## src/flr_pkg.sv

```systemverilog
// Shared types and constants for the framebuffer line rasterizer.
// Used by flr_line_walker and framebuffer_line_rasterizer_core; no dependencies.
package flr_pkg;

    localparam int COL_W   = 10;
    localparam int ROW_W   = 9;
    localparam int ERR_W   = 12;
    localparam int ADDR_W  = 24;
    localparam int COLOR_W = 8;

    // Input stream: tdata packs start_x, start_y, end_x, end_y from bit 0 up
    localparam int IN_FIELDS_W = 2 * COL_W + 2 * ROW_W;
    localparam int IN_DATA_W   = ((IN_FIELDS_W + 7) / 8) * 8;
    localparam int OUT_DATA_W  = ((ADDR_W + COLOR_W + 7) / 8) * 8;

    // Configuration register indexes
    localparam int CFG_INDEX_W = 1;
    localparam logic [CFG_INDEX_W-1:0] CFG_DRAW_COLOR = 1'b0;
    localparam logic [CFG_INDEX_W-1:0] CFG_FRAME_BASE = 1'b1;
    localparam int CFG_DATA_W = ADDR_W;

    // Operation codes carried on s_tuser
    localparam logic OP_LOAD = 1'b0;
    localparam logic OP_STEP = 1'b1;

    typedef struct packed {
        logic [COL_W-1:0] start_x;
        logic [ROW_W-1:0] start_y;
        logic [COL_W-1:0] end_x;
        logic [ROW_W-1:0] end_y;
    } line_cmd_t;

    // Pixel the walker emits for the item now leaving the input register
    typedef struct packed {
        logic             valid;
        logic [COL_W-1:0] col;
        logic [ROW_W-1:0] row;
        logic             last;
    } pixel_t;

endpackage

```

## src/flr_line_walker.sv

```systemverilog
// Bresenham walker state: endpoints, spans, directions and error term.
// Depends on flr_pkg for the command and pixel structs.
module flr_line_walker
(
    input  logic              clk,
    input  logic              rst_n,
    input  logic              advance,
    input  logic              op,
    input  flr_pkg::line_cmd_t cmd,
    output flr_pkg::pixel_t    pix
);

    logic [flr_pkg::COL_W-1:0]        cur_col_reg, goal_col_reg, delta_col_reg;
    logic [flr_pkg::ROW_W-1:0]        cur_row_reg, goal_row_reg, delta_row_reg;
    logic                             col_dir_neg_reg, row_dir_neg_reg;
    logic signed [flr_pkg::ERR_W-1:0] error_term_reg;
    logic                             active_reg;

    logic [flr_pkg::COL_W-1:0]        cur_col_next, goal_col_next, delta_col_next;
    logic [flr_pkg::ROW_W-1:0]        cur_row_next, goal_row_next, delta_row_next;
    logic                             col_dir_neg_next, row_dir_neg_next;
    logic signed [flr_pkg::ERR_W-1:0] error_term_next;
    logic                             active_next;

    logic                             at_goal;
    logic signed [flr_pkg::ERR_W:0]   twice;
    logic signed [flr_pkg::ERR_W:0]   neg_drow;
    logic signed [flr_pkg::ERR_W:0]   pos_dcol;
    logic                             step_col, step_row;
    logic signed [flr_pkg::ERR_W-1:0] drow_ext, dcol_ext;
    logic                             load_col_neg, load_row_neg;

    assign at_goal  = (cur_col_reg == goal_col_reg) && (cur_row_reg == goal_row_reg);
    assign twice    = {error_term_reg, 1'b0};
    assign drow_ext = $signed({{(flr_pkg::ERR_W - flr_pkg::ROW_W){1'b0}}, delta_row_reg});
    assign dcol_ext = $signed({{(flr_pkg::ERR_W - flr_pkg::COL_W){1'b0}}, delta_col_reg});
    assign neg_drow = -{drow_ext[flr_pkg::ERR_W-1], drow_ext};
    assign pos_dcol = {dcol_ext[flr_pkg::ERR_W-1], dcol_ext};
    assign step_col = twice >= neg_drow;
    assign step_row = twice <= pos_dcol;

    assign load_col_neg = cmd.end_x < cmd.start_x;
    assign load_row_neg = cmd.end_y < cmd.start_y;

    assign pix.valid = (op == flr_pkg::OP_STEP) && active_reg;
    assign pix.col   = cur_col_reg;
    assign pix.row   = cur_row_reg;
    assign pix.last  = at_goal;

    always_comb
    begin
        cur_col_next     = cur_col_reg;
        cur_row_next     = cur_row_reg;
        goal_col_next    = goal_col_reg;
        goal_row_next    = goal_row_reg;
        delta_col_next   = delta_col_reg;
        delta_row_next   = delta_row_reg;
        col_dir_neg_next = col_dir_neg_reg;
        row_dir_neg_next = row_dir_neg_reg;
        error_term_next  = error_term_reg;
        active_next      = active_reg;
        if (advance)
        begin
            if (op == flr_pkg::OP_LOAD)
            begin
                cur_col_next     = cmd.start_x;
                cur_row_next     = cmd.start_y;
                goal_col_next    = cmd.end_x;
                goal_row_next    = cmd.end_y;
                col_dir_neg_next = load_col_neg;
                row_dir_neg_next = load_row_neg;
                delta_col_next   = load_col_neg ? cmd.start_x - cmd.end_x
                                                : cmd.end_x - cmd.start_x;
                delta_row_next   = load_row_neg ? cmd.start_y - cmd.end_y
                                                : cmd.end_y - cmd.start_y;
                error_term_next  =
                    $signed({{(flr_pkg::ERR_W - flr_pkg::COL_W){1'b0}}, delta_col_next})
                  - $signed({{(flr_pkg::ERR_W - flr_pkg::ROW_W){1'b0}}, delta_row_next});
                active_next      = 1'b1;
            end
            else if (active_reg)
            begin
                if (at_goal)
                begin
                    active_next = 1'b0;
                end
                else
                begin
                    if (step_col)
                    begin
                        cur_col_next = col_dir_neg_reg ? cur_col_reg - 1'b1
                                                       : cur_col_reg + 1'b1;
                    end
                    if (step_row)
                    begin
                        cur_row_next = row_dir_neg_reg ? cur_row_reg - 1'b1
                                                       : cur_row_reg + 1'b1;
                    end
                    error_term_next = error_term_reg
                                    - (step_col ? drow_ext : '0)
                                    + (step_row ? dcol_ext : '0);
                end
            end
        end
    end

    always_ff @(posedge clk or negedge rst_n)
    begin
        if (!rst_n)
        begin
            cur_col_reg     <= '0;
            cur_row_reg     <= '0;
            goal_col_reg    <= '0;
            goal_row_reg    <= '0;
            delta_col_reg   <= '0;
            delta_row_reg   <= '0;
            col_dir_neg_reg <= 1'b0;
            row_dir_neg_reg <= 1'b0;
            error_term_reg  <= '0;
            active_reg      <= 1'b0;
        end
        else
        begin
            cur_col_reg     <= cur_col_next;
            cur_row_reg     <= cur_row_next;
            goal_col_reg    <= goal_col_next;
            goal_row_reg    <= goal_row_next;
            delta_col_reg   <= delta_col_next;
            delta_row_reg   <= delta_row_next;
            col_dir_neg_reg <= col_dir_neg_next;
            row_dir_neg_reg <= row_dir_neg_next;
            error_term_reg  <= error_term_next;
            active_reg      <= active_next;
        end
    end

    // A line only starts from a load
    a_active_from_load: assert property (@(posedge clk) disable iff (!rst_n)
        $rose(active_reg) |-> $past(advance && op == flr_pkg::OP_LOAD))
        else $error("walker went active without a load");

    // The end point closes the line unless a load replaces it
    a_last_ends_line: assert property (@(posedge clk) disable iff (!rst_n)
        advance && pix.valid && pix.last |=> !active_reg)
        else $error("walker still active after the last pixel");

endmodule

```

## src/framebuffer_line_rasterizer_core.sv

```systemverilog
// Line rasterizer: accepts one load or step item per cycle and emits pixel writes at the
// rate of one per cycle, as long as m_tready does not stall the output. An accepted item
// lands in an input register; when it advances it updates the Bresenham walker and its
// pixel, if any, is captured in the output register. Throughput is one item per cycle
// without back-pressure, limited by the combinational error update and row*width+col
// address add. While a result waits in the output register the input register takes
// one more item and then holds s_tready low until the result is taken.
// Depends on flr_pkg and flr_line_walker.
module framebuffer_line_rasterizer_core
#(
    parameter int SCREEN_WIDTH = 640
)
(
    input  logic                              clk,
    input  logic                              rst_n,
    // Configuration write channel
    input  logic                              cfg_valid,
    output logic                              cfg_ready,
    input  logic [flr_pkg::CFG_INDEX_W-1:0]   cfg_index,
    input  logic [flr_pkg::CFG_DATA_W-1:0]    cfg_data,
    // Command stream
    input  logic                              s_tvalid,
    output logic                              s_tready,
    // start_x[9:0], start_y[18:10], end_x[28:19], end_y[37:29], zero pad
    input  logic [flr_pkg::IN_DATA_W-1:0]     s_tdata,
    // operation
    input  logic                              s_tuser,
    // Pixel write stream
    output logic                              m_tvalid,
    input  logic                              m_tready,
    // pixel_address[23:0], pixel_value[31:24]
    output logic [flr_pkg::OUT_DATA_W-1:0]    m_tdata,
    // last_pixel
    output logic                              m_tlast
);

    localparam int WIDTH_BITS = $clog2(SCREEN_WIDTH + 1);
    localparam int OFFSET_W   = flr_pkg::ROW_W + WIDTH_BITS;

    logic [flr_pkg::COLOR_W-1:0]      draw_color_reg;
    logic [flr_pkg::ADDR_W-1:0]       frame_base_reg;

    logic                             in_valid_reg;
    logic                             in_op_reg;
    flr_pkg::line_cmd_t               in_cmd_reg;

    logic                             out_valid_reg, out_valid_next;
    logic [flr_pkg::ADDR_W-1:0]       out_addr_reg, out_addr_next;
    logic [flr_pkg::COLOR_W-1:0]      out_value_reg;
    logic                             out_last_reg;

    logic                             advance;
    flr_pkg::pixel_t                  pix;
    logic [OFFSET_W-1:0]              row_offset;
    flr_pkg::line_cmd_t               s_cmd;

    assign cfg_ready = 1'b1;
    assign advance   = in_valid_reg && (!out_valid_reg || m_tready);
    assign s_tready  = !in_valid_reg || advance;

    assign s_cmd.start_x = s_tdata[9:0];
    assign s_cmd.start_y = s_tdata[18:10];
    assign s_cmd.end_x   = s_tdata[28:19];
    assign s_cmd.end_y   = s_tdata[37:29];

    always_ff @(posedge clk or negedge rst_n)
    begin
        if (!rst_n)
        begin
            draw_color_reg <= '0;
            frame_base_reg <= '0;
        end
        else if (cfg_valid && cfg_ready)
        begin
            unique case (cfg_index)
                flr_pkg::CFG_DRAW_COLOR: draw_color_reg <= cfg_data[flr_pkg::COLOR_W-1:0];
                flr_pkg::CFG_FRAME_BASE: frame_base_reg <= cfg_data;
            endcase
        end
    end

    // Input register: load on transfer, drop once consumed
    always_ff @(posedge clk or negedge rst_n)
    begin
        if (!rst_n)
        begin
            in_valid_reg <= 1'b0;
        end
        else if (s_tvalid && s_tready)
        begin
            in_valid_reg <= 1'b1;
        end
        else if (advance)
        begin
            in_valid_reg <= 1'b0;
        end
    end

    always_ff @(posedge clk)
    begin
        if (s_tvalid && s_tready)
        begin
            in_op_reg  <= s_tuser;
            in_cmd_reg <= s_cmd;
        end
    end

    flr_line_walker u_walker
    (
        .clk     (clk),
        .rst_n   (rst_n),
        .advance (advance),
        .op      (in_op_reg),
        .cmd     (in_cmd_reg),
        .pix     (pix)
    );

    assign row_offset    = pix.row * WIDTH_BITS'(SCREEN_WIDTH);
    assign out_addr_next = frame_base_reg
                         + flr_pkg::ADDR_W'(row_offset)
                         + flr_pkg::ADDR_W'(pix.col);

    always_comb
    begin
        out_valid_next = out_valid_reg;
        if (advance)
        begin
            out_valid_next = pix.valid;
        end
        else if (m_tready)
        begin
            out_valid_next = 1'b0;
        end
    end

    always_ff @(posedge clk or negedge rst_n)
    begin
        if (!rst_n)
        begin
            out_valid_reg <= 1'b0;
        end
        else
        begin
            out_valid_reg <= out_valid_next;
        end
    end

    always_ff @(posedge clk)
    begin
        if (advance && pix.valid)
        begin
            out_addr_reg  <= out_addr_next;
            out_value_reg <= draw_color_reg;
            out_last_reg  <= pix.last;
        end
    end

    assign m_tvalid = out_valid_reg;
    assign m_tdata  = {{(flr_pkg::OUT_DATA_W - flr_pkg::ADDR_W - flr_pkg::COLOR_W){1'b0}},
                       out_value_reg, out_addr_reg};
    assign m_tlast  = out_last_reg;

    // A load never produces a pixel
    a_load_no_pixel: assert property (@(posedge clk) disable iff (!rst_n)
        advance && in_op_reg == flr_pkg::OP_LOAD |=> !m_tvalid)
        else $error("pixel emitted for a load item");

    // A new result only comes from an item leaving the input register
    a_result_from_item: assert property (@(posedge clk) disable iff (!rst_n)
        $rose(out_valid_reg) |-> $past(advance && pix.valid))
        else $error("result without a consumed step item");

    // Backpressure only with a held item
    a_stall_needs_item: assert property (@(posedge clk) disable iff (!rst_n)
        !s_tready |-> in_valid_reg && out_valid_reg && !m_tready)
        else $error("input stalled with room downstream");

endmodule
```

## config.mk

```make
export PLATFORM = sky130hd
export DESIGN_NAME = framebuffer_line_rasterizer_core
export DESIGN_NICKNAME = d
export VERILOG_FILES = /design/src/flr_pkg.sv /design/src/flr_line_walker.sv /design/src/framebuffer_line_rasterizer_core.sv
export SDC_FILE = /design/constraint.sdc
export NUM_CORES = 1
export LEC_CHECK = 0
export BUFFER_PORTS_ARGS = -buffer_cell sky130_fd_sc_hd__buf_2
export CORE_MARGIN = 2
export CORE_UTILIZATION = 55
export DETAILED_ROUTE_END_ITERATION = 10
export PLACE_DENSITY = 0.85
export SYNTH_ARGS = -nofsm -noshare
export SYNTH_HDL_FRONTEND = slang
export SYNTH_SLANG_ARGS = --single-unit
```

## constraint.sdc

```tcl
create_clock -name clk -period 5.1 [get_ports clk]
set_input_delay 0.51 -clock clk [delete_from_list [all_inputs] [get_ports clk]]
set_output_delay 0.51 -clock clk [all_outputs]
set_load 0.02 [all_outputs]
```

# Word level (Yosys, flattened, before mapping)
# Index checks and enable logic that the tools add are counted.
[totals]
elab_cells = 90
output_inout_bits = 36
input_bits = 71
ff_bits = 178
[classes]
n_bitwise = 2
n_addsub = 14
magnitude_cmp = 4
mul = 1
reduce_logical = 17
n_mux = 24
n_eq_ne = 6
[op_table]
columns = ["op", "n"]
rows = [
  ["2-to-1 mux 10 bit", 7],
  ["2-to-1 mux 9 bit", 7],
  ["2-to-1 mux 12 bit", 3],
  ["adder 24 x 10 -> 24 bit", 1],
  ["adder 24 x 19 -> 24 bit", 1],
  ["subtractor 10 bit", 2],
  ["subtractor 9 bit", 2],
  [">= comparator 13 bit", 1],
  ["less-or-equal comparator 13 x 11 -> 1 bit", 1],
  ["negation 9 -> 13 bit", 1],
  ["adder 12 bit", 1],
  ["multiplier 9 x 3 -> 12 bit, second input constant", 1],
  ["subtractor 12 bit", 1],
  ["subtractor 10 x 9 -> 11 bit", 1],
  ["adder 10 x 1 -> 10 bit, second input constant", 1],
  ["equality test 10 bit", 1],
  ["less-than comparator 10 bit", 1],
  ["subtractor 10 x 1 -> 10 bit, second input constant", 1],
  ["adder 9 x 1 -> 9 bit, second input constant", 1],
  ["equality test 9 bit", 1],
  ["less-than comparator 9 bit", 1],
  ["subtractor 9 x 1 -> 9 bit, second input constant", 1],
  ["AND reduction 4 bit", 2],
  ["2-to-1 mux 1 bit", 7],
  ["other kinds (9)", 21],
]

# Longest topological paths before layout
[logic_depth]
depth_word = 8
ltp_mapped = 23
ltp_nobuf = 23

# Cells and area by module
# Synthesis repeated with hierarchy kept, for this count alone.
[hier_totals]
hier_cells = 1266
area_unflattened_um2 = 12578.3
[modules_own_cells]
columns = ["mod", "seq_area_each_um2", "n_inst", "area_per_inst_um2", "cells_per_inst"]
rows = [
  ["flr_line_walker", 1801.7, 1, 7405.9, 890],
  ["framebuffer_line_rasterizer_core", 3012.9, 1, 5172.5, 376],
]

# Least setup slack after synthesis
# OpenSTA, ideal clock, no wires.
[synth_path]
path_kind = "register to register"
start = "register u_walker.delta_row_reg[5] in the netlist's numbering"
end = "register u_walker.error_term_reg[11] in the netlist's numbering"
path_stages_with_launch = 20
slack_ns = 0.106
period_less_slack_ns = 4.994
t_required_ns = 4.961
arrival_ns = 4.855
path_buffers = 0
setup_ns = 0.139
path_cell_list = "dfrtp_1 -> nor4_1 -> nand2_1 -> nor4_1 -> ha_1 -> a211o_1 -> or4b_2 -> o31a_1 -> and2_1 -> fa_1 -> inv_1 -> ha_1 -> a21o_1 -> a21oi_1 -> o21bai_1 -> a31o_2 -> a221oi_1 -> xor2_1 -> nand3_1 -> o221ai_1"
[synth_between]
elab_chain_cells = 8
[synth_lines]
columns = ["element", "line_no", "text"]
rows = [
  ["start: declaration", "flr_line_walker.sv:14", "logic [flr_pkg::ROW_W-1:0] cur_row_reg, goal_row_reg, delta_row_reg;"],
  ["start signal: assignment", "flr_line_walker.sv:129", "delta_row_reg <= delta_row_next;"],
  ["negation 9 -> 13 bit", "flr_line_walker.sv:37", "assign neg_drow = -{drow_ext[flr_pkg::ERR_W-1], drow_ext};"],
  [">= comparator 13 bit", "flr_line_walker.sv:39", "assign step_col = twice >= neg_drow;"],
  ["2-to-1 mux 9 bit *", "flr_line_walker.sv:100", "- (step_col ? drow_ext : '0)"],
  ["subtractor 12 bit *", "flr_line_walker.sv:100", ""],
  ["adder 12 bit *", "flr_line_walker.sv:101", "+ (step_row ? dcol_ext : '0);"],
  ["2-to-1 mux 12 bit *", "flr_line_walker.sv:83", "if (at_goal)"],
  ["2-to-1 mux 12 bit *", "flr_line_walker.sv:81", "else if (active_reg)"],
  ["2-to-1 mux 12 bit *", "flr_line_walker.sv:64", "if (op == flr_pkg::OP_LOAD)"],
  ["end signal: assignment", "flr_line_walker.sv:132", "error_term_reg <= error_term_next;"],
  ["end: declaration", "flr_line_walker.sv:16", "logic signed [flr_pkg::ERR_W-1:0] error_term_reg;"],
]
# Every way passes the cells marked *; elsewhere a longest branch is shown, timed or not. The select of a mux whose other input is x is not followed.
# A chain may end at the register's enable or synchronous reset.

# Worst setup path in the final report
[layout_path]
start = "register u_walker.delta_row_reg[2] in the netlist's numbering"
end = "register u_walker.error_term_reg[9] in the netlist's numbering"
# Same word-level chain as after synthesis.

==> impl_metrics.yaml <==
floorplan:
  core_sq_um: 21900
  die_h_um: 153
  die_x_um: 153
  ios: 107
  start_util: 0.561
  dieArea_sq_um: 23600
  rows: 54
yosys:
  syn_avg_cell_area_sq_um: 10.1
  synth_compound_area_frac: 0.150
  synthFlopType: "dfrtp_1"
  synth-simple-area-share: 0.110
  synth_cell_type_count: 72
  synth_top_family_by_area: "adder cells"
  ys_warn_count: 0
  synth.most_common_cell: "ha_1"
  netlist_instances: 1212
  async_flop_share: 0.596
  synth_area_leaders: "dfrtp_1, edfxtp_1, ha_1, inv_1, mux2_2"
  synth.cell_area_sq_um: 12300
  muxShareOfSynthArea: 0.0515
  synth_edf_count: 72
  synth-xor-area-share: 0.0634
  synth_fa_ha_area_frac: 0.183
  synth_seq_cells: 178
  yosysTopAreaCellShare: 0.216
  ys_seq_area_frac: 0.392
  synth_fp_nets: 1450
  synth_common_cells: "ha_1, inv_1, dfrtp_1, nand2_1, a21oi_1"
  yosys.area.top_type: "dfrtp_1"
clocking:
  clock-sinks: 178
  worstSkewPairLatency_ns: 0.44
  cts_tree: "yes"
  clock_path_buffers: 2
  numCtsBuffers: 17
  cts_root_buffer: "clkbuf_16"
  htreeDepth: 4
  clkTransAtPathRegs_ns: 0.08
global_routing:
  grt_pass1_wl_um: 48200
  grt_start_max_net_pins: 57
  grt_pass1_vias: 9741
  antenna_found_initial: 0
  grt_overflow: 0
  track_usage: 0.254
status:
  outcome: "finished, final reports clean"
detailed_routing:
  drc: 0
  ant_nets: 0
  wl_met3_um: 2280
  drt_iter0_markers: 732
  via_per_inst: 5.93
  routed_wl_um: 29600
  top_layer_used: "met4"
  wire_per_inst_um: 18.2
  num_vias: 9669
  first_pass_iters: 5
  met2_length_um: 13900
  met1Wirelength_um: 12600
critical_path:
  r2r_slack_ns: 0.18
  cp.arrival_ns: 5.25
  cp_max_fo: 4
  endpoint_kind: "flip-flop"
  critPathRequiredTime_ns: 5.43
  critical_path_class: "flip-flop to flip-flop"
  startpoint_type: "flip-flop"
sta:
  tightestPinTransition_ns: 1.24
  setup_viol: 0
  post-route-min-period_ns: 4.92
  fin_ws_ns: 0.180
  clock_skew_ns: 0.0158
  relSlewSlack: 0.168
  max_freq_ghz: 0.203
  finalCritPeriodShare: 0.965
  hold_violations: 0
  rsz0062_at_grt: "true"
  maxSlewViolCount: 0
run:
  cap_violations: 0
layout:
  layout.nets: 1576
  largest_register_ffs: 38
  fillerInstances: 1677
  seqCellArea_sq_um: 4810
  area_delta_synth_final_pct: 14.8
  multiInputGateArea_sq_um: 7080
  num_antenna_cells: 0
  layout.cells.non_filler: 1631
  drive_gt1_frac: 0.195
place:
  io_buffers: 103
  globalplace.congestion: 0.947
  hpwlAfterDp_um: 21800
  place_ws_ns: -0.261
  placedCellCount: 1594
min_path:
  hp-class: "input pin to asynchronous set/reset pin"
placed cells by master (no fill, tap or decap), types with 15 or more instances in the layout:
cell	count
clkbuf_16	17
mux2_2	41
a21o_1	26
buf_4	37
o21ai_0	65
mux2i_1	16
inv_1	120
dfrtp_1	106
a21oi_1	70
nor2b_1	15
edfxtp_1	72
xor2_1	42
nor3_1	22
nand2_1	104
xnor2_1	47
buf_2	102
fa_1	20
nor2_1	46
ha_1	139
stage by stage:
step | hold WS, ns | utilization | instance area (sq um) | setup TNS [ns]
final | 0.129 | 0.644 | 14100 | 0
after global routing | 0.199 | 0.644 | 14100 | -0.138
after CTS | 0.156 | 0.636 | 13900 | 0
after detailed placement | 0.430 | 0.607 | 13300 | -1.38
after global placement | 0.424 | 0.607 | 13300 | -0.373
after floorplan | 0.214 | - | 12300 | 0
area by class of cell:
class / instances / area share
Inverter: 124 / 0.0330
Multi-Input combinational cell: 875 / 0.502
Clock buffer: 17 / 0.0302
Timing Repair Buffer: 142 / 0.0589
Clock inverter: 15 / 0.0100
Tap cell: 280 / 0.0248
Sequential cell: 178 / 0.341
layer usage:
layer	vias to the layer above	track usage
li1	4549	-
met1	4627	0.339
met2	431	0.419
met3	62	0.0491
met4	0	0.0817
met5	-	0
repair_timing:
action | in CTS | in global routing
setup buffers | 2 | 3
gates cloned | 0 | 0
pin swaps | 9 | 32
setup endpoints to repair | 6 | 7
hold buffers | 0 | 0
gates resized for setup | 14 | 32
kinds of logic after synthesis:
| logic type | after synthesis |
|---|---|
| and+or+nand+nor | 278 |
| adders and majority gates | 167 |
| xor gates and xnor gates | 89 |
| muxes | 58 |
| other | 1 |
| buffers and inverters | 159 |
| AOI/OAI and AO/OA | 282 |
| DFF | 178 |
worst max-delay path: stages, from the launching register on:
cell	delay, ns
dfrtp_1	0.39
nor4_2	0.26
buf_4	0.17
nand2_4	0.08
nor4_4	0.13
ha_1	0.27
a211o_1	0.29
or4b_4	0.55
o31a_1	0.31
buf_6	0.15
and2_1	0.16
fa_1	0.51
inv_2	0.05
ha_4	0.17
nor4_4	0.31
nand2_1	0.13
a31o_4	0.24
a21boi_1	0.15
nand4b_1	0.15
o41ai_1	0.09
a311oi_1	0.25
path summary, 6_finish.rpt:
path / from / end / cells after the start
max in group asynchronous: rst_n / u_walker.delta_row_reg[2]$_DFFE_PN0P_ / 2
hold reg to reg: draw_color_reg[4]$_DFFE_PN0P_ / out_value_reg[4]$_DFFE_PP_ / 0
hold / removal: rst_n / draw_color_reg[6]$_DFFE_PN0P_ / 1
setup / recovery: u_walker.delta_row_reg[2]$_DFFE_PN0P_ / u_walker.error_term_reg[9]$_DFFE_PN0P_ / 20
min in group clk: s_tdata[19] / in_cmd_reg[9]$_DFFE_PP_ / 1
setup reg to reg: u_walker.delta_row_reg[2]$_DFFE_PN0P_ / u_walker.error_term_reg[9]$_DFFE_PN0P_ / 20
Power is left out: the tool's default activity adds up to more than one toggle a clock period on the data nets, which glitch-free logic cannot reach.
